===== src/rtl/fulc_pkg.sv =====
`timescale 1ns / 1ps
package fulc_pkg;

    localparam int MAX_FRAME_BYTES = 1499;
    localparam int MIN_FRAME_BYTES = 9;
    localparam int POS_W           = $clog2(MAX_FRAME_BYTES + 2);

    localparam int Q_DEPTH = 2;
    localparam int Q_AW    = (Q_DEPTH > 1) ? $clog2(Q_DEPTH) : 1;
    localparam int Q_CW    = $clog2(Q_DEPTH + 1);

    localparam int IN_DATA_W  = 8;
    localparam int IN_USER_W  = 2;
    localparam int OUT_DATA_W = 48;
    localparam int CFG_IDX_W  = 3;
    localparam int CFG_DATA_W = 16;

    localparam logic [1:0] CMD_BYTE  = 2'd0;
    localparam logic [1:0] CMD_TICK  = 2'd1;
    localparam logic [1:0] CMD_START = 2'd2;

    localparam logic [1:0] FS_NONE = 2'd0;
    localparam logic [1:0] FS_OK   = 2'd1;
    localparam logic [1:0] FS_BAD  = 2'd2;

    localparam logic [2:0] ACT_NONE   = 3'd0;
    localparam logic [2:0] ACT_NOTIFY = 3'd1;
    localparam logic [2:0] ACT_DATA   = 3'd2;
    localparam logic [2:0] ACT_ACK    = 3'd3;
    localparam logic [2:0] ACT_REPORT = 3'd4;

    localparam logic [2:0] REG_TIMEOUT    = 3'd0;
    localparam logic [2:0] REG_RETRY      = 3'd1;
    localparam logic [2:0] REG_DEVICE     = 3'd2;
    localparam logic [2:0] REG_SHORT_WAIT = 3'd3;
    localparam logic [2:0] REG_LONG_WAIT  = 3'd4;

    localparam logic [15:0] RST_TIMEOUT    = 16'd100;
    localparam logic [7:0]  RST_RETRY      = 8'd2;
    localparam logic [7:0]  RST_DEVICE     = 8'd0;
    localparam logic [15:0] RST_SHORT_WAIT = 16'd200;
    localparam logic [15:0] RST_LONG_WAIT  = 16'd1200;

    localparam logic [7:0] HEAD_BYTE = 8'h7E;
    localparam logic [7:0] FUNC_BYTE = 8'h84;
    localparam logic [7:0] TAIL_CR   = 8'h0D;
    localparam logic [7:0] TAIL_LF   = 8'h0A;

    localparam logic [7:0] FCMD_NOTIFY = 8'd1;
    localparam logic [7:0] FCMD_BLOCK  = 8'd2;
    localparam logic [7:0] FCMD_RESULT = 8'd3;

    localparam logic [7:0] DEV_COPRO   = 8'd3;
    localparam logic [7:0] DEV_PLAIN   = 8'd1;
    localparam logic [7:0] RES_COPRO   = 8'h01;
    localparam logic [7:0] RES_PLAIN   = 8'h04;

    typedef enum logic [1:0] {
        REQ_NONE  = 2'd0,
        REQ_FRAME = 2'd1,
        REQ_TICK  = 2'd2,
        REQ_START = 2'd3
    } t_req_kind;

    typedef struct packed {
        t_req_kind  kind;
        logic [1:0] status;
        logic [7:0] fcmd;
        logic [7:0] f1;
        logic [7:0] f2;
    } t_req;

    typedef struct packed {
        logic full;
        logic empty;
    } t_q_stat;

    typedef enum logic [6:0] {
        PH_IDLE   = 7'b0000001,
        PH_START  = 7'b0000010,
        PH_NOTIFY = 7'b0000100,
        PH_WAIT   = 7'b0001000,
        PH_DATA   = 7'b0010000,
        PH_ACK    = 7'b0100000,
        PH_REPORT = 7'b1000000
    } t_phase;

    function automatic logic [2:0] phase_code(input t_phase p);
        logic [2:0] c;
        unique case (p)
            PH_IDLE:   c = 3'd0;
            PH_START:  c = 3'd1;
            PH_NOTIFY: c = 3'd2;
            PH_WAIT:   c = 3'd3;
            PH_DATA:   c = 3'd4;
            PH_ACK:    c = 3'd5;
            PH_REPORT: c = 3'd6;
            default:   c = 3'd0;
        endcase
        return c;
    endfunction

endpackage


===== src/rtl/fulc_front.sv =====
`timescale 1ns / 1ps
module fulc_front (
    input  logic                      i_clk,
    input  logic                      i_rst_n,
    input  logic                      i_valid,
    output logic                      o_ready,
    input  logic [1:0]                i_cmd,
    input  logic [7:0]                i_byte,
    input  logic                      i_end,
    input  fulc_pkg::t_q_stat         i_qstat,
    output logic                      o_push,
    output fulc_pkg::t_req            o_req
);
    import fulc_pkg::*;

    logic [POS_W-1:0] r_pos, n_pos;
    logic [7:0]       r_sum, n_sum;
    logic [7:0]       r_rb [2];
    logic [1:0]       r_hdr, n_hdr;
    logic [7:0]       r_ff [3];
    logic             w_acc;
    logic             w_ok;
    logic [7:0]       w_chk;

    assign o_ready = !i_qstat.full;
    assign w_acc   = i_valid && o_ready;
    assign o_push  = w_acc;

    always_comb begin
        n_pos = (r_pos < POS_W'(MAX_FRAME_BYTES + 1)) ? r_pos + 1'b1 : r_pos;
        n_sum = (r_pos >= POS_W'(3)) ? r_sum + i_byte : r_sum;
        n_hdr = r_hdr;
        if (r_pos == '0 && i_byte == HEAD_BYTE) begin
            n_hdr[0] = 1'b1;
        end
        if (r_pos == POS_W'(3) && i_byte == FUNC_BYTE) begin
            n_hdr[1] = 1'b1;
        end
        // checksum excludes itself and the two tail bytes
        w_chk = n_sum - i_byte - r_rb[0] - r_rb[1];
        w_ok  = (n_pos >= POS_W'(MIN_FRAME_BYTES)) && (n_pos <= POS_W'(MAX_FRAME_BYTES))
                && (n_hdr == 2'b11) && (r_rb[0] == TAIL_CR) && (i_byte == TAIL_LF)
                && (w_chk == r_rb[1]);
    end

    always_comb begin
        o_req.fcmd   = r_ff[0];
        o_req.f1     = r_ff[1];
        o_req.f2     = r_ff[2];
        o_req.kind   = REQ_NONE;
        o_req.status = FS_NONE;
        unique case (i_cmd)
            CMD_BYTE: begin
                if (i_end) begin
                    o_req.kind   = w_ok ? REQ_FRAME : REQ_NONE;
                    o_req.status = w_ok ? FS_OK : FS_BAD;
                end
            end
            CMD_TICK: begin
                o_req.kind = REQ_TICK;
            end
            CMD_START: begin
                o_req.kind = REQ_START;
            end
            default: ;
        endcase
    end

    always_ff @(posedge i_clk) begin
        if (!i_rst_n) begin
            r_pos <= '0;
            r_sum <= '0;
            r_hdr <= '0;
            for (int k = 0; k < 2; k++) begin
                r_rb[k] <= '0;
            end
            for (int k = 0; k < 3; k++) begin
                r_ff[k] <= '0;
            end
        end else if (w_acc && i_cmd == CMD_BYTE) begin
            if (i_end) begin
                r_pos <= '0;
                r_sum <= '0;
                r_hdr <= '0;
                for (int k = 0; k < 2; k++) begin
                    r_rb[k] <= '0;
                end
                for (int k = 0; k < 3; k++) begin
                    r_ff[k] <= '0;
                end
            end else begin
                r_pos   <= n_pos;
                r_sum   <= n_sum;
                r_hdr   <= n_hdr;
                r_rb[0] <= i_byte;
                r_rb[1] <= r_rb[0];
                if (r_pos == POS_W'(5)) begin
                    r_ff[0] <= i_byte;
                end
                if (r_pos == POS_W'(6)) begin
                    r_ff[1] <= i_byte;
                end
                if (r_pos == POS_W'(7)) begin
                    r_ff[2] <= i_byte;
                end
            end
        end
    end

endmodule


===== src/rtl/fulc_queue.sv =====
`timescale 1ns / 1ps
module fulc_queue (
    input  logic              i_clk,
    input  logic              i_rst_n,
    input  logic              i_push,
    input  fulc_pkg::t_req    i_req,
    input  logic              i_pop,
    output fulc_pkg::t_req    o_req,
    output fulc_pkg::t_q_stat o_stat
);
    import fulc_pkg::*;

    t_req            r_mem [Q_DEPTH];
    logic [Q_AW-1:0] r_wp;
    logic [Q_AW-1:0] r_rp;
    logic [Q_CW-1:0] r_cnt;

    assign o_stat.full  = (r_cnt == Q_CW'(Q_DEPTH));
    assign o_stat.empty = (r_cnt == '0);
    assign o_req        = r_mem[r_rp];

    always_ff @(posedge i_clk) begin
        if (i_push) begin
            r_mem[r_wp] <= i_req;
        end
    end

    always_ff @(posedge i_clk) begin
        if (!i_rst_n) begin
            r_wp  <= '0;
            r_rp  <= '0;
            r_cnt <= '0;
        end else begin
            if (i_push) begin
                r_wp <= (r_wp == Q_AW'(Q_DEPTH - 1)) ? '0 : r_wp + 1'b1;
            end
            if (i_pop) begin
                r_rp <= (r_rp == Q_AW'(Q_DEPTH - 1)) ? '0 : r_rp + 1'b1;
            end
            if (i_push && !i_pop) begin
                r_cnt <= r_cnt + 1'b1;
            end else if (i_pop && !i_push) begin
                r_cnt <= r_cnt - 1'b1;
            end
        end
    end

endmodule


===== src/rtl/fulc_back.sv =====
`timescale 1ns / 1ps
module fulc_back (
    input  logic                               i_clk,
    input  logic                               i_rst_n,
    input  fulc_pkg::t_req                     i_req,
    input  fulc_pkg::t_q_stat                  i_qstat,
    output logic                               o_pop,
    input  logic                               i_cfg_valid,
    input  logic [fulc_pkg::CFG_IDX_W-1:0]     i_cfg_index,
    input  logic [fulc_pkg::CFG_DATA_W-1:0]    i_cfg_data,
    output logic                               o_m_tvalid,
    input  logic                               i_m_tready,
    output logic [fulc_pkg::OUT_DATA_W-1:0]    o_m_tdata
);
    import fulc_pkg::*;

    logic [15:0] r_timeout_reload;
    logic [7:0]  r_retry_limit;
    logic [7:0]  r_target_device;
    logic [15:0] r_short_wait;
    logic [15:0] r_long_wait;

    t_phase      r_phase, n_phase;
    logic [15:0] r_timer, n_timer;
    logic [7:0]  r_retry, n_retry;
    logic [7:0]  r_dev, n_dev;
    logic [7:0]  r_res, n_res;
    logic [15:0] r_block, n_block;
    logic [7:0]  r_seq, n_seq;
    logic [2:0]  w_act;

    logic                  r_out_valid;
    logic [OUT_DATA_W-1:0] r_out_data;

    assign o_pop      = !i_qstat.empty && (!r_out_valid || i_m_tready);
    assign o_m_tvalid = r_out_valid;
    assign o_m_tdata  = r_out_data;

    always_comb begin
        n_phase = r_phase;
        n_timer = r_timer;
        n_retry = r_retry;
        n_dev   = r_dev;
        n_res   = r_res;
        n_block = r_block;
        n_seq   = r_seq;
        w_act   = ACT_NONE;
        unique case (i_req.kind)
            REQ_FRAME: begin
                if (i_req.fcmd == FCMD_NOTIFY) begin
                    if (r_phase == PH_WAIT) begin
                        n_retry = '0;
                        n_timer = r_timeout_reload;
                    end else begin
                        n_phase = PH_IDLE;
                    end
                end else if (r_phase == PH_WAIT && i_req.fcmd == FCMD_BLOCK) begin
                    n_block = {i_req.f1, i_req.f2};
                    n_phase = PH_DATA;
                    n_timer = r_timeout_reload;
                end else if (r_phase == PH_WAIT && i_req.fcmd == FCMD_RESULT) begin
                    n_dev   = i_req.f1;
                    n_res   = i_req.f2;
                    n_phase = PH_ACK;
                    n_retry = '0;
                    n_timer = r_timeout_reload;
                end
            end
            REQ_TICK: begin
                if (r_phase != PH_IDLE) begin
                    unique case (r_phase)
                        PH_START: begin
                            n_dev   = r_target_device;
                            n_retry = '0;
                            n_res   = '0;
                            n_timer = (r_target_device == DEV_COPRO) ? r_short_wait
                                                                     : r_long_wait;
                            n_phase = PH_NOTIFY;
                        end
                        PH_NOTIFY: begin
                            n_seq   = r_seq + 1'b1;
                            n_dev   = r_target_device;
                            w_act   = ACT_NOTIFY;
                            n_phase = PH_WAIT;
                        end
                        PH_DATA: begin
                            n_seq   = r_seq + 1'b1;
                            w_act   = ACT_DATA;
                            n_phase = PH_WAIT;
                        end
                        PH_ACK: begin
                            n_seq   = r_seq + 1'b1;
                            w_act   = ACT_ACK;
                            n_phase = PH_REPORT;
                        end
                        PH_REPORT: begin
                            w_act   = ACT_REPORT;
                            n_phase = PH_IDLE;
                        end
                        default: ;
                    endcase
                    // timeout and retry rule
                    if (n_timer != '0) begin
                        n_timer = n_timer - 1'b1;
                    end else begin
                        n_timer = r_timeout_reload;
                        n_retry = n_retry + 1'b1;
                        priority if (n_retry < r_retry_limit) begin
                            n_phase = PH_NOTIFY;
                        end else if (n_dev == DEV_COPRO) begin
                            n_phase = PH_REPORT;
                            n_res   = RES_COPRO;
                        end else if (n_dev == DEV_PLAIN) begin
                            n_phase = PH_REPORT;
                            n_res   = RES_PLAIN;
                        end else begin
                            n_phase = PH_IDLE;
                        end
                    end
                end
            end
            REQ_START: begin
                n_phase = PH_START;
            end
            REQ_NONE: ;
        endcase
    end

    always_ff @(posedge i_clk) begin
        if (!i_rst_n) begin
            r_timeout_reload <= RST_TIMEOUT;
            r_retry_limit    <= RST_RETRY;
            r_target_device  <= RST_DEVICE;
            r_short_wait     <= RST_SHORT_WAIT;
            r_long_wait      <= RST_LONG_WAIT;
        end else if (i_cfg_valid) begin
            unique case (i_cfg_index)
                REG_TIMEOUT:    r_timeout_reload <= i_cfg_data;
                REG_RETRY:      r_retry_limit    <= i_cfg_data[7:0];
                REG_DEVICE:     r_target_device  <= i_cfg_data[7:0];
                REG_SHORT_WAIT: r_short_wait     <= i_cfg_data;
                REG_LONG_WAIT:  r_long_wait      <= i_cfg_data;
                default: ;
            endcase
        end
    end

    always_ff @(posedge i_clk) begin
        if (!i_rst_n) begin
            r_phase <= PH_IDLE;
            r_timer <= RST_TIMEOUT;
            r_retry <= '0;
            r_dev   <= '0;
            r_res   <= '0;
            r_block <= '0;
            r_seq   <= '0;
        end else if (o_pop) begin
            r_phase <= n_phase;
            r_timer <= n_timer;
            r_retry <= n_retry;
            r_dev   <= n_dev;
            r_res   <= n_res;
            r_block <= n_block;
            r_seq   <= n_seq;
        end
    end

    always_ff @(posedge i_clk) begin
        if (!i_rst_n) begin
            r_out_valid <= 1'b0;
        end else if (o_pop) begin
            r_out_valid <= 1'b1;
        end else if (i_m_tready) begin
            r_out_valid <= 1'b0;
        end
    end

    always_ff @(posedge i_clk) begin
        if (o_pop) begin
            r_out_data <= {phase_code(n_phase), i_req.status, n_seq, n_res, n_dev,
                           n_block, w_act};
        end
    end

endmodule


===== src/rtl/firmware_update_link_controller.sv =====
`timescale 1ns / 1ps
// firmware update link controller
// input stream: one request per accepted beat; s_tuser is the kind (byte, tick,
// start), s_tdata the received byte, s_tlast marks the last byte of a frame
// output stream: exactly one result per request, in request order, showing the
// state after that request (action, block, device, result, serial, frame
// status, protocol phase)
// config channel: cfg_index selects timeout reload, retry limit, target device,
// short and long erase wait; always ready, write only while idle
// a request accepted at a rising edge is written into the queue there; the
// back sequencer pops it from the queue into its output register when that
// register is empty or being read, and the result can be taken from there
// one request per cycle sustained while m_tready is high: the front checks a
// request as it arrives, the back takes one request out of the two-entry
// queue per cycle; when m_tready is low the output register holds, the queue
// fills and s_tready drops once both queue entries are taken
// reset (synchronous, active low) empties the queue and output register,
// clears frame tracking, sets the phase to idle, reply timer to 100 and the
// registers to their defaults
module firmware_update_link_controller (
    input  logic                              i_clk,
    input  logic                              i_rst_n,
    input  logic                              i_s_tvalid,
    output logic                              o_s_tready,
    input  logic [fulc_pkg::IN_DATA_W-1:0]    i_s_tdata,   // rx_byte
    input  logic [fulc_pkg::IN_USER_W-1:0]    i_s_tuser,   // cmd
    input  logic                              i_s_tlast,
    output logic                              o_m_tvalid,
    input  logic                              i_m_tready,
    // action, block_index, device_code, result_code, sequence_number,
    // frame_status, protocol_state
    output logic [fulc_pkg::OUT_DATA_W-1:0]   o_m_tdata,
    input  logic                              i_cfg_valid,
    output logic                              o_cfg_ready,
    input  logic [fulc_pkg::CFG_IDX_W-1:0]    i_cfg_index,
    input  logic [fulc_pkg::CFG_DATA_W-1:0]   i_cfg_data
);
    import fulc_pkg::*;

    logic    w_push;
    logic    w_pop;
    t_req    w_req_in;
    t_req    w_req_out;
    t_q_stat w_qstat;

    assign o_cfg_ready = 1'b1;

    fulc_front u_front (
        .i_clk   (i_clk),
        .i_rst_n (i_rst_n),
        .i_valid (i_s_tvalid),
        .o_ready (o_s_tready),
        .i_cmd   (i_s_tuser),
        .i_byte  (i_s_tdata),
        .i_end   (i_s_tlast),
        .i_qstat (w_qstat),
        .o_push  (w_push),
        .o_req   (w_req_in)
    );

    fulc_queue u_queue (
        .i_clk   (i_clk),
        .i_rst_n (i_rst_n),
        .i_push  (w_push),
        .i_req   (w_req_in),
        .i_pop   (w_pop),
        .o_req   (w_req_out),
        .o_stat  (w_qstat)
    );

    fulc_back u_back (
        .i_clk       (i_clk),
        .i_rst_n     (i_rst_n),
        .i_req       (w_req_out),
        .i_qstat     (w_qstat),
        .o_pop       (w_pop),
        .i_cfg_valid (i_cfg_valid),
        .i_cfg_index (i_cfg_index),
        .i_cfg_data  (i_cfg_data),
        .o_m_tvalid  (o_m_tvalid),
        .i_m_tready  (i_m_tready),
        .o_m_tdata   (o_m_tdata)
    );

`ifndef SYNTHESIS
    a_pop_gives_result: assert property (@(posedge i_clk) disable iff (!i_rst_n)
        w_pop |=> o_m_tvalid)
        else $error("popped request gave no result");

    a_no_idle_back: assert property (@(posedge i_clk) disable iff (!i_rst_n)
        (!w_qstat.empty && !o_m_tvalid) |-> w_pop)
        else $error("back stage idle with queued work");

    a_accept_queues: assert property (@(posedge i_clk) disable iff (!i_rst_n)
        (i_s_tvalid && o_s_tready) |=> !w_qstat.empty)
        else $error("accepted request not queued");
`endif

endmodule

===== config.mk =====
export PLATFORM = sky130hd
export DESIGN_NAME = firmware_update_link_controller
export DESIGN_NICKNAME = d
export VERILOG_FILES = /design/src/rtl/fulc_pkg.sv /design/src/rtl/fulc_front.sv /design/src/rtl/fulc_queue.sv /design/src/rtl/fulc_back.sv /design/src/rtl/firmware_update_link_controller.sv
export SDC_FILE = /design/constraint.sdc
export NUM_CORES = 1
export LEC_CHECK = 0
export BUFFER_PORTS_ARGS = -buffer_cell sky130_fd_sc_hd__buf_4
export CORE_ASPECT_RATIO = 0.75
export CORE_UTILIZATION = 47
export CTS_CLUSTER_SIZE = 40
export DETAILED_ROUTE_END_ITERATION = 10
export PLACE_DENSITY = 0.69
export SETUP_SLACK_MARGIN = 0.5
export SYNTH_ARGS = -nofsm -noshare
export SYNTH_HDL_FRONTEND = slang
export SYNTH_HIERARCHICAL = 1
export SYNTH_SLANG_ARGS = --single-unit
export TNS_END_PERCENT = 50

===== constraint.sdc =====
create_clock -name i_clk -period 6.6 [get_ports i_clk]
set_input_delay 1.32 -clock i_clk [delete_from_list [all_inputs] [get_ports i_clk]]
set_output_delay 1.32 -clock i_clk [all_outputs]
set_load 0.005 [all_outputs]

Yosys cells after proc, flatten, opt, wreduce, memory -nomap -nowiden
Memory sizes are Yosys's and may differ from the RTL's. A register that Yosys moved wholly into a read port is not among the register bits. Cells that the tools add are included.

Bits in registers: 209. Latch bits: 0. RAM bits: 96. ROM bits: 0. Input bits: 35. Output and inout port bits: 51. Logic and storage cells: 248. Memories: 3.

Memory list: u_queue.r_mem (words 2, width 28, read ports 1, clocked after Yosys merged registers in 1, write ports 1, RTL line fulc_queue.sv:13) `t_req r_mem [Q_DEPTH];`; u_front.r_ff (words 3, width 8, read ports 3, clocked after Yosys merged registers in 0, write ports 3, RTL line fulc_front.sv:20) `logic [7:0] r_ff [3];`; u_front.r_rb (words 2, width 8, read ports 2, clocked after Yosys merged registers in 0, write ports 2, RTL line fulc_front.sv:18) `logic [7:0] r_rb [2];`.

Add/subtract/negate cells: 12. $mul: 0. Div/mod/pow operators: 0. $lt $le $gt $ge: 5. Equality and inequality tests: 44. Shift-type cells: 0. Multiplexer cells: 114. Bitwise operators: 10. Reductions and logical operators: 39.

Operators by type and width (count): 8-bit two-way mux (40); 16-bit two-way mux (13); 7-bit two-way mux (9); 8-bit case mux with 2 select lines (3); 1-bit two-way mux (35); 11-bit by 3-bit == test with 1-bit output (second input constant) (3); 8-bit by 2-bit == test with 1-bit output (second input constant) (4); 16-bit case mux with 2 select lines (1); 7-bit case mux with 4 select lines (1); 8-bit subtractor (3); 11-bit two-way mux (2); 7-bit case mux with 3 select lines (1); 3-bit case mux with 6 select lines (1); 8-bit by 1-bit adder with 8-bit output (second input constant) (2); 8-bit by 1-bit == test with 1-bit output (second input constant) (2); 8-bit by 4-bit == test with 1-bit output (second input constant) (2); 16-bit nonzero test (1); 16-bit by 1-bit subtractor with 16-bit output (second input constant) (1); 7-bit by 2-bit == test with 1-bit output (second input constant) (2); 7-bit by 3-bit == test with 1-bit output (second input constant) (2); 7-bit by 4-bit == test with 1-bit output (second input constant) (2); 7-bit by 5-bit == test with 1-bit output (second input constant) (2); 7-bit by 6-bit == test with 1-bit output (second input constant) (2); 7-bit == test (second input constant) (2); other kinds (42) (88).

Logic depth before layout (Yosys ltp)
Gate-level depths: netlist of run 1.

Word-level depth: 14. Gate-level depth with buffers: 20. Gate-level depth less buffers: 20.

Modules after synthesis
The synthesis of run 1 kept the hierarchy.

Modules (own cells, without submodules): fulc_back (times used 1, cells each 1103, area an instance 9421.5 µm², sequential area each 4164.0 µm²); fulc_front (times used 1, cells each 427, area an instance 4055.1 µm², sequential area each 1591.5 µm²); fulc_queue (times used 1, cells each 109, area an instance 2243.4 µm², sequential area each 1781.7 µm²); firmware_update_link_controller (times used 1, cells each 2, area an instance 11.3 µm², sequential area each 0.0 µm²).

Worst setup path before layout of run 1
No wires, ideal clock.

Kind: input port to flip-flop. Start point: input port i_s_tdata[0] (netlist name). End point: memory u_queue/r_mem[0][25] (netlist name) (data pin). Library setup time: 257 ps. Arrival: 4755 ps. Required time: 6343 ps. Slack: 1589 ps. Stages on the path: 18. Path buffers: 0. Cell sequence: ha_1 -> inv_1 -> fa_1 -> nor2b_1 -> o21ai_0 -> and3_1 -> o21ai_0 -> o21ai_1 -> fa_1 -> inv_1 -> ha_1 -> and3_1 -> a221o_1 -> o41a_1 -> xnor2_1 -> xnor2_1 -> nand4_1 -> nor2b_1.

RTL lines: from (decl) (RTL line firmware_update_link_controller.sv:25) `input logic [fulc_pkg::IN_DATA_W-1:0] i_s_tdata,`; to (decl) (RTL line fulc_queue.sv:13).

==> results of run 1 <==
-- routing by layer --
layer / vias to the layer above / part of all wire, %
li1: 5974 / -
met4: 0 / 2.3
met5: - / 0
met1: 5959 / 48
met3: 69 / 8.6
met2: 491 / 41
-- power by group --
group          total, mW  switching (mW)  leakage [nW]  internal [mW]
sequential          2.50           0.199          2.73           2.30
combinational       1.63           0.976          3.32          0.656
clock               1.93           0.807         0.546           1.13
-- area by class of cell --
type                       instances  area share [%]
tap                              442            3.11
sequential                       305            42.4
timing repair buffer             100            4.22
clock inverter                    23            1.65
clock buffer                      35            4.74
multi-input combinational       1172            42.4
inverter                          71            1.51
-- worst max-delay path: stages (launching register included) --
cell,delay (ps)
dfxtp_1,400
ha_1,450
a211oi_1,400
nand3_1,540
a21oi_1,540
fa_1,510
fa_1,450
fa_1,450
a21o_1,180
a21oi_1,180
xnor2_1,140
nand4_1,100
nor4_1,430
nand4_1,180
nor2b_1,180
-- cells in the final DEF, fill, tap and decap left out, types with 34 or more instances in the layout --
cell type / netlist / layout
nand2_1: 254 / 254
dfxtp_1: 162 / 162
edfxtp_1: 143 / 143
nor2_1: 122 / 122
a21oi_1: 116 / 116
buf_4: 3 / 100
inv_1: 69 / 69
nand3_1: 56 / 56
mux2_2: 49 / 49
o21ai_0: 48 / 48
ha_1: 35 / 35
xor2_1: 34 / 34
nor3_1: 34 / 34
-- cells by family (layout without fill, tap and decap cells) --
family / Yosys count / in the layout / share of synthesized area [%]
fa+ha+maj: 50 / 50 / 4.69
other cells: 1 / 1 / 0.0238
flops: 305 / 305 / 47.9
buf+inv: 164 / 229 / 4.27
mux: 80 / 80 / 5.49
compound gates: 345 / 345 / 14.6
simple gates: 630 / 630 / 19.4
xor+xnor: 66 / 66 / 3.67
-- state kept, by name (all words and copies together) (netlist names), 2 cells and up, named ones only --
name                     flops
u_back/o_m_tdata            48
u_back/r_block              16
u_back/r_dev                 8
u_back/r_long_wait          16
u_back/r_phase               7
u_back/r_res                 8
u_back/r_retry               8
u_back/r_retry_limit         8
u_back/r_seq                 8
u_back/r_short_wait         16
u_back/r_target_device       8
u_back/r_timeout_reload     16
u_back/r_timer              16
u_front/r_ff                24
u_front/r_hdr                2
u_front/r_pos               11
u_front/r_rb                15
u_front/r_sum                8
u_queue/r_cnt                2
u_queue/r_mem               56
-- final timing paths --
path / slack, ps / endpoint / cells after the start
worst max-delay path: 1230 / u_queue/r_mem[1][25]$_DFFE_PP_ / 14
worst min-delay path: 450 / u_queue/r_mem[1][11]$_DFFE_PP_ / 0
worst max register to register: 1230 / u_queue/r_mem[1][25]$_DFFE_PP_ / 14
worst min register to register: 450 / u_queue/r_mem[1][11]$_DFFE_PP_ / 0
==> results.md, run 1 <==
- Status: finished clean
- FFs w/ async S/R, synth: 0%
- Final wirelength: about 40 mm
- Syn-to-layout area delta: 13.0%
- Row count: 57
- Leak pwr: between 6 and 7 nW
- Die Y: between 150 and 200 um
- Synth cell count leaders: nand2_1 (254), dfxtp_1 (162), edfxtp_1 (143)
- Pre-antenna DRT Iters: 8
- Number of top-level pins: 86
- Largest net degree at the start of global routing: 64
- Initial Util: between 40 and 50%
- Yosys top cell area share: 27.3%
- Num Clock Sinks: just over 300
- Mapped Avg Cell Area: ~9.6 um2
- Vias per cell: ~5.8
- Top cells by area, synth: edfxtp_1 (27%), dfxtp_1 (21%), nand2_1 (6.1%)
- Worst slew pin tran: roughly 1200 ps
- PD cells: between 300 and 400 nW/um2
- Final Util: about 54%
- RR Startpoint: u_front/r_pos[0]$_SDFFE_PN0P_
- First-pass GRT wire length: around 63 mm
- Clock transition at path regs: 70 ps
- Die span in x: between 200 and 250 um
- #FFs+latches synth: a little over 300
- Vias in the first global route: 11400
- # diodes: 0
- Critical path launch point type: flop
- Global Route met1 Usage: between 30% and 40%
- Final period util: between 80% and 90%
- Yosys warns: 6
- Placed standard-cell area: between 15000 and 20000 um2
- Routed len/inst: 18.7 um
- Hold Vio Cnt, Final: 0
- DP HPWL: approximately 28 mm
- CTS Buffer Depth: 3
- Sequential cell area: around 7500 um2
- Rel. slew slack: between 20% and 30%
- Worst Path Max Fanout: 16
- # setup viols final: 0
- Grt peak-use layer: met1
- Top FF cell, synth: dfxtp_1
- # Post-CTS Setup Buffers: 0
- CTS tree: done
- Met2 Use GR: about a third
- Mapped Cells: 1641
- Die Footprint: 34200 um2
- Number of synthesized flops with an enable pin: between 100 and 150
- GP Congestion: roughly 0.94
- Max cap viols: 0
- Peak supply drop: 0.283 mV
- Hold slack: 447 ps
- Layout Nets: between 1500 and 2000
- Post-place setup slack: roughly 1100 ps
- Port Buffers: between 80 and 90
- Sequential fraction of the synthesis area: a little under half
- Crit path kind: flop to flop
- Final std cells w/o fill: between 2000 and 2500
- Number of antenna violations at the first check in global routing: 0
- CTS buffer count: 31
- CP endpoint kind: flop
- Final setup skew: around 17 ps
- Hold buffer count at CTS: 0
- Yosys cell types: 94
- Worst-Skew Late Latency: 600 ps
- Power, Total: 6.07 mW
- Crit path DAT: between 5000 and 6000 ps
- Worst min-delay path startpoint: u_front/r_ff[0][11]$_DFFE_PP_
- Most common cell in the netlist: nand2_1
- Post-Syn Nets: 1726
- Synth area leader: edfxtp_1
- CTS root buf: clkbuf_16
- FMAX: between 150 and 200 MHz
- Cells after DPL: roughly 2100
- Global route total overflow: 0
- Resize count post-CTS: 0
- Setup WS post-layout: around 1200 ps
- Total GRT Usage: a little under a quarter
- Share of cells above drive strength 1: roughly 14%
- Core area: around 33000 um2
- Design area: about 18000 um2
- Tmin final: roughly 5400 ps
- CP Launch Point: u_front/r_pos[0]$_SDFFE_PN0P_
- Worst Path Required: 6940 ps
- RSZ-0062 raised after global routing: no
- Fillers: a little under 3000
- Vias: between 10000 and 15000
- Post-Syn Area: roughly 16000 um2
- Number of DRC markers in iteration 0: 1598
- Setup_tns: 0 ps
- Hold WC Path Type: flop to flop
- M3 GR Usage: under 10%
- Max Slew Vio Count: 0
- Residual DRC count: 0
- H-tree Lvls: 1
- Routed Antenna Nets: 0
- Multi-input gate area: approximately 7500 um2
(Power assumes the default switching activity.)
==> inputs of run 2 (changes only) <==
- PLACE_DENSITY: 0.69 -> 0.71
- clock period: 6.6 -> 4.4 ns (I/O delays scaled with it)
==> results.md, run 2 (synthesis gave the netlist of run 1 again) <==
- Tmin final: ~4200 ps
- Port Buffers: 84 (unchanged)
- Residual DRC count: 0 (unchanged)
- Critical path launch point type: input pin
- Worst-path cell with the longest stage delay: fa_1
- Worst path buffer plus inverter count: 3 (+3)
- Number of DRC markers in iteration 0: 1607 (+0.56%)
- Placed standard-cell area: 17300 um2 (+3.7%)
- Num Clock Sinks: 305 (unchanged)
- Number of top-level pins: 86 (unchanged)
- Most frequent cells in the layout: nand2_1 (250), buf_4 (195), dfxtp_1 (152), edfxtp_1 (143), nor2_1 (121)
- Final wirelength: 43.9 mm (+9.3%)
- Max cap viols: 0 (unchanged)
- CTS root buf: clkbuf_16
- RR Endpoint: u_queue/r_mem[0][25]$_DFFE_PP_
- Cells after DPL: 2150 (+2.9%)
- First-pass GRT wire length: 67.0 mm (+5.7%)
- # diodes: 0 (unchanged)
- Worst-Skew Late Latency: 590 ps (about the same)
- Die span in x: 213 um (unchanged)
- Layout Nets: 1886 (+6.8%)
- Clock transition at path regs: 60 ps (about the same)
- Leak pwr: 7.19 nW (+9.1%)
- CTS buffer count: 31 (unchanged)
- Worst Path Max Fanout: 4 (-12)
- Die Footprint: 34200 um2 (unchanged)
- Row count: 57 (unchanged)
- DP HPWL: 29.8 mm (+7.2%)
- Design area: 19100 um2 (+7.3%)
- Largest Register: u_queue/r_mem
- Cells on Worst Hold Path: 0 (unchanged)
- Hold WC Path Type: flop to flop
- FMAX: about 240 MHz
- CP Cell Sequence: buf_8, ha_4, inv_2, fa_2, nor2b_4, o21ai_2, and3_4, o21ai_2, o21ai_2, fa_1, inv_2, ha_4, and3_4, a221o_1, o41a_1, xnor2_1, xnor2_1, nand4_1, nor2b_4
- CTS Buffer Depth: 3 (unchanged)
- Vias: 13400 (+7.0%)
- Worst Path Required: 4730 ps (-2210 ps)
- Crit path kind: input pin to flop
- Die Y: 160 um (unchanged)
- Routed Antenna Nets: 0 (unchanged)
- Delay-heaviest family, CP: adder cells
- Largest register FFs: 56 (unchanged)
- Worst min-delay path startpoint: u_front/r_ff[0][10]$_DFFE_PP_
- Slowest stage delay, CP: 500 ps (-40 ps)
- RSZ-0062 raised after global routing: yes
- Syn-to-layout area delta: 21.3%
- Peak supply drop: 0.374 mV (+32%)
- Crit path DAT: 4490 ps (-1220 ps)
- Initial Util: 48.2% (unchanged)
- Hold Vio Cnt, Final: 0 (unchanged)
- Reg-to-reg slack, setup: 260 ps (-970 ps)
- Worst reg2reg path depth: 18 (+4)
- Final setup skew: 20.0 ps (+2.71 ps)
- Max Slew Vio Count: 0 (unchanged)
- Pre-antenna DRT Iters: 7 (-1)
- CTS tree: done
- Core area: 32700 um2 (unchanged)
- Routed len/inst: 19.4 um (+3.6%)
- Largest net degree at the start of global routing: 78 (+22%)
- Rel. slew slack: 31.8% (+12 points)
- Status: finished clean
- Final std cells w/o fill: 2268 (+5.6%)
- Most common cell after layout, fill and taps aside: nand2_1
- H-tree Lvls: 1 (unchanged)
- Share of cells above drive strength 1: 23.1% (+9.0 points)
- CP endpoint kind: flop
- Worst slew pin tran: 1020 ps (-176 ps)
- RR Startpoint: u_front/r_sum[0]$_SDFFE_PN0P_
- GP Congestion: 0.970 (+3.2%)
- Worst Hold End: u_queue/r_mem[0][10]$_DFFE_PP_
- Most frequent CP cell: o21ai_2
- Vias in the first global route: 12300 (+7.7%)
- # setup viols final: 0 (unchanged)
- Global route total overflow: 0 (unchanged)
- Total GRT Usage: 24.9% (+1.5 points)
- Vias per cell: 5.89 (+1.3%)
- Final period util: between 90% and 100%
- PD cells: 475 nW/um2 (+39%)
- Number of antenna violations at the first check in global routing: 0 (unchanged)
## run 2: repair_timing
| action | CTS | global route |
|---|---|---|
| gates cloned | 1 | 0 |
| hold endpoints to repair | 0 | 0 |
| resized for setup | 27 | 72 |
| endpoints found under the setup margin | 27 | 35 |
| hold buffers | 0 | 0 |
| buffers inserted | 38 | 21 |
| pin swaps | 23 | 41 |
## run 2: cell type report
cell class                      instances  area [um2]
Fill cell                            2796       13600
Multi-Input combinational cell       1172        8010
Sequential cell                       305        7550
Timing Repair Buffer                  220        1760
Clock buffer                           42         837
Tap cell                              442         553
Inverter                               71         269
Clock inverter                         16        96.3
## run 2: where the power goes
group          internal, mW  total, mW  switching (mW)
Combinational          1.23       2.94            1.71
Sequential             3.45       3.66           0.207
Clock                  1.33       2.46            1.13
Total                  6.02       9.06            3.04
## run 2: worst max-delay path by stage
stage	start	cells past startpoint	end	slack, ps
after floorplan	i_s_tdata[0]	18	u_queue/r_mem[0][25]$_DFFE_PP_	30
after global placement	i_s_tdata[0]	19	u_queue/r_mem[0][25]$_DFFE_PP_	-260
after detailed placement	i_s_tdata[0]	19	u_queue/r_mem[1][25]$_DFFE_PP_	-390
after CTS	i_s_tdata[0]	19	u_queue/r_mem[0][25]$_DFFE_PP_	360
after global routing	u_front/r_pos[10]$_SDFFE_PN0P_	15	u_queue/r_mem[0][25]$_DFFE_PP_	70
final	i_s_tdata[0]	19	u_queue/r_mem[0][25]$_DFFE_PP_	250
## run 2: metal layers
| metal | track usage [%] | routed length [um] |
|---|---|---|
| met2 | 36.2 | 19100 |
| met5 | 0 | 0 |
| met3 | 4.60 | 3860 |
| met4 | 6.82 | 1080 |
| met1 | 37.5 | 19900 |
## run 2: through the flow
step | hold slack, ps | setup slack, ps | util (%) | TNS (ps) | power, mW
2_1_floorplan | 421 | 26.9 | - | 0 | 5.39
3_3_place_gp | 423 | -258 | 52.8 | -1050 | 6.32
3_5_place_dp | 430 | -391 | 52.8 | -1860 | 6.39
4_1_cts | 428 | 361 | 56.9 | 0 | 8.89
5_1_grt | 451 | 73.9 | 58.4 | 0 | 9.48
6_report | 439 | 246 | 58.4 | 0 | 9.06
==> inputs of run 3 (changes only) <==
- MAX_ROUTING_LAYER: not set -> met4
==> results.md, run 3 (synthesis gave the netlist of run 1 again) <==
- Residual DRC count: 0 (unchanged)
- Worst Hold End: u_queue/r_mem[1][15]$_DFFE_PP_
- Vias in the first global route: 12100 (-1.2%)
- Cells after DPL: 2149 (-0.047%)
- PD cells: 490 nW/um2 (+3.2%)
- Worst path depth: 15 (-4)
- Cells on Worst Hold Path: 0 (unchanged)
- Critical path launch point type: flop
- Slowest stage delay, CP: 540 ps (+40 ps)
- Design area: 18700 um2 (-2.1%)
- Most frequent cells in the layout: nand2_1 (252), buf_4 (175), dfxtp_1 (158), edfxtp_1 (143), nor2_1 (122)
- CTS Buffer Depth: 3 (unchanged)
- Rel. slew slack: 29.1% (-2.8 points)
- CTS tree: done
- Worst-Skew Late Latency: 600 ps (about the same)
- Syn-to-layout area delta: 18.8%
- # setup viols final: 0 (unchanged)
- # diodes: 0 (unchanged)
- Share of cells above drive strength 1: 20.2% (-2.9 points)
- Peak supply drop: 0.375 mV (+0.34%)
- RR Startpoint: u_front/r_pos[1]$_SDFFE_PN0P_
- Tmin final: 4030 ps (-120 ps)
- Placed standard-cell area: 17300 um2 (about the same)
- Worst Path Required: 4740 ps (about the same)
- Sw Share: 32.7% (-0.84 points)
- NetSw: 3.00 mW (-1.5%)
- Number of top-level pins: 86 (unchanged)
- Number of antenna violations at the first check in global routing: 0 (unchanged)
- Worst min-delay path startpoint: u_front/r_ff[0][15]$_DFFE_PP_
- Final setup skew: 20.7 ps (+0.756 ps)
- Clock power share: 29.3% (+2.2 points)
- Post-place setup slack: -314 ps (+77.1 ps)
- Final std cells w/o fill: 2231 (-1.6%)
- Largest Register: u_queue/r_mem
- Row count: 57 (unchanged)
- Worst-path cell with the longest stage delay: fa_2
- RSZ-0062 raised after global routing: yes
- Max cap viols: 0 (unchanged)
- Die Y: 160 um (unchanged)
- GP Congestion: 0.948 (-2.2%)
- Number of DRC markers in iteration 0: 1292 (-20%)
- Core area: 32700 um2 (unchanged)
- Fillers: 2849 (+1.9%)
- Port Buffers: 84 (unchanged)
- CP endpoint kind: flop
- Routed Antenna Nets: 0 (unchanged)
- Max Slew Vio Count: 0 (unchanged)
- Global route total overflow: 0 (unchanged)
- Worst reg2reg path depth: 15 (-3)
- Die span in x: 213 um (unchanged)
- Pint: 6.16 mW (+2.3%)
- H-tree Lvls: 1 (unchanged)
- Most common cell after layout, fill and taps aside: nand2_1
- Num Clock Sinks: 305 (unchanged)
- Worst slew pin tran: 1060 ps (+41.3 ps)
- Worst path buffer plus inverter count: 2 (-1)
- Delay-heaviest family, CP: adder cells
- Total GRT Usage: 25.5% (+0.63 points)
- CTS buffer count: 31 (unchanged)
- Setup_tns: 0 ps (unchanged)
- DP HPWL: 29.6 mm (-0.70%)
- Worst Path Max Fanout: 8 (+4)
- Hold Vio Cnt, Final: 0 (unchanged)
- Reg-to-reg slack, setup: 370 ps (+110 ps)
- Clock transition at path regs: 70 ps (about the same)
- FMAX: 248 MHz (+3.0%)
- Die Footprint: 34200 um2 (unchanged)
- Initial Util: 48.2% (unchanged)
- Crit path DAT: 4370 ps (-120 ps)
- Setup WS post-layout: 366 ps (+120 ps)
- CP Cell Sequence: buf_4, a211oi_4, nand3_1, buf_6, a21oi_4, fa_1, fa_2, fa_2, xnor2_1, nand3_1, nor3_1, nand3_1, nor4_2, nand4_1, nor2b_4
- Crit path kind: flop to flop
- Routed len/inst: 19.0 um (-1.7%)
- Final period util: 91.7% (-2.7 points)
- Vias per cell: 5.80 (-1.5%)
- Layout Nets: 1849 (-2.0%)
- Pre-antenna DRT Iters: 5 (-2)
- Vias: 12900 (-3.1%)
- Combinational power share: 30.7% (-1.8 points)
- Largest register FFs: 56 (unchanged)
- Final wirelength: 42.5 mm (-3.3%)
- CTS root buf: clkbuf_16
- Leak pwr: 7.03 nW (-2.2%)
- Most frequent CP cell: nand3_1
- Largest net degree at the start of global routing: 78 (unchanged)
- Hold WC Path Type: flop to flop
- RR Endpoint: u_queue/r_mem[1][25]$_DFFE_PP_
- Sequential share of power: 40.0% (-0.4 points)
- Status: finished clean
- First-pass GRT wire length: 66.8 mm (-0.21%)
[run 3: how the worst max path moves through the flow]
stage / start / end / slack, ps
final: u_front/r_pos[1]$_SDFFE_PN0P_ / u_queue/r_mem[1][25]$_DFFE_PP_ / 370
after detailed placement: i_s_tdata[0] / u_queue/r_mem[0][25]$_DFFE_PP_ / -310
after CTS: u_front/r_sum[0]$_SDFFE_PN0P_ / u_queue/r_mem[1][25]$_DFFE_PP_ / 380
after global routing: u_front/r_sum[0]$_SDFFE_PN0P_ / u_queue/r_mem[1][25]$_DFFE_PP_ / 230
after global placement: i_s_tdata[0] / u_queue/r_mem[0][25]$_DFFE_PP_ / -260
after floorplan: i_s_tdata[0] / u_queue/r_mem[0][25]$_DFFE_PP_ / 30
[run 3: through the flow]
step           utilization, %  power [mW]  hold WS (ps)
2_1_floorplan               -        5.39           421
3_3_place_gp             52.8        6.33           423
3_5_place_dp             52.8        6.39           431
4_1_cts                  56.6        9.12           437
5_1_grt                  57.2        9.63           452
6_report                 57.2        9.16           441
[run 3: area by class of cell]
| class | count | area (um2) | share of cell area, % |
|---|---|---|---|
| Clock buffer | 38 | 802 | 4.29 |
| Clock inverter | 20 | 224 | 1.20 |
| Sequential cell | 305 | 7540 | 40.4 |
| Multi-Input combinational cell | 1172 | 7840 | 42.0 |
| Tap cell | 442 | 553 | 2.96 |
| Timing Repair Buffer | 183 | 1450 | 7.77 |
| Inverter | 71 | 269 | 1.44 |
[run 3: timing repair]
action,4_1_cts,5_1_grt
buffers inserted,13,10
pin swaps,23,23
endpoints found under the setup margin,21,17
gates cloned,1,0
resized for setup,21,20
hold buffers,0,0
[run 3: power by group through the flow]
stage | Sequential (mW) | Combinational [mW] | Clock (mW)
after detailed placement | 3.72 | 2.67 | 0
after global placement | 3.71 | 2.62 | 0
after global routing | 3.71 | 3.06 | 2.85
after CTS | 3.66 | 2.73 | 2.73
final | 3.66 | 2.81 | 2.68
after floorplan | 3.69 | 1.70 | 0
[run 3: routing by layer]
layer	global-route usage [%]	vias up	routed length, um	part of all wire (%)
met5	-	-	0	0
met4	6.53	0	1020	2.4
met3	6.02	75	3890	9.2
met2	35.6	517	18000	42
met1	36.8	6237	19600	46
li1	-	6118	-	-
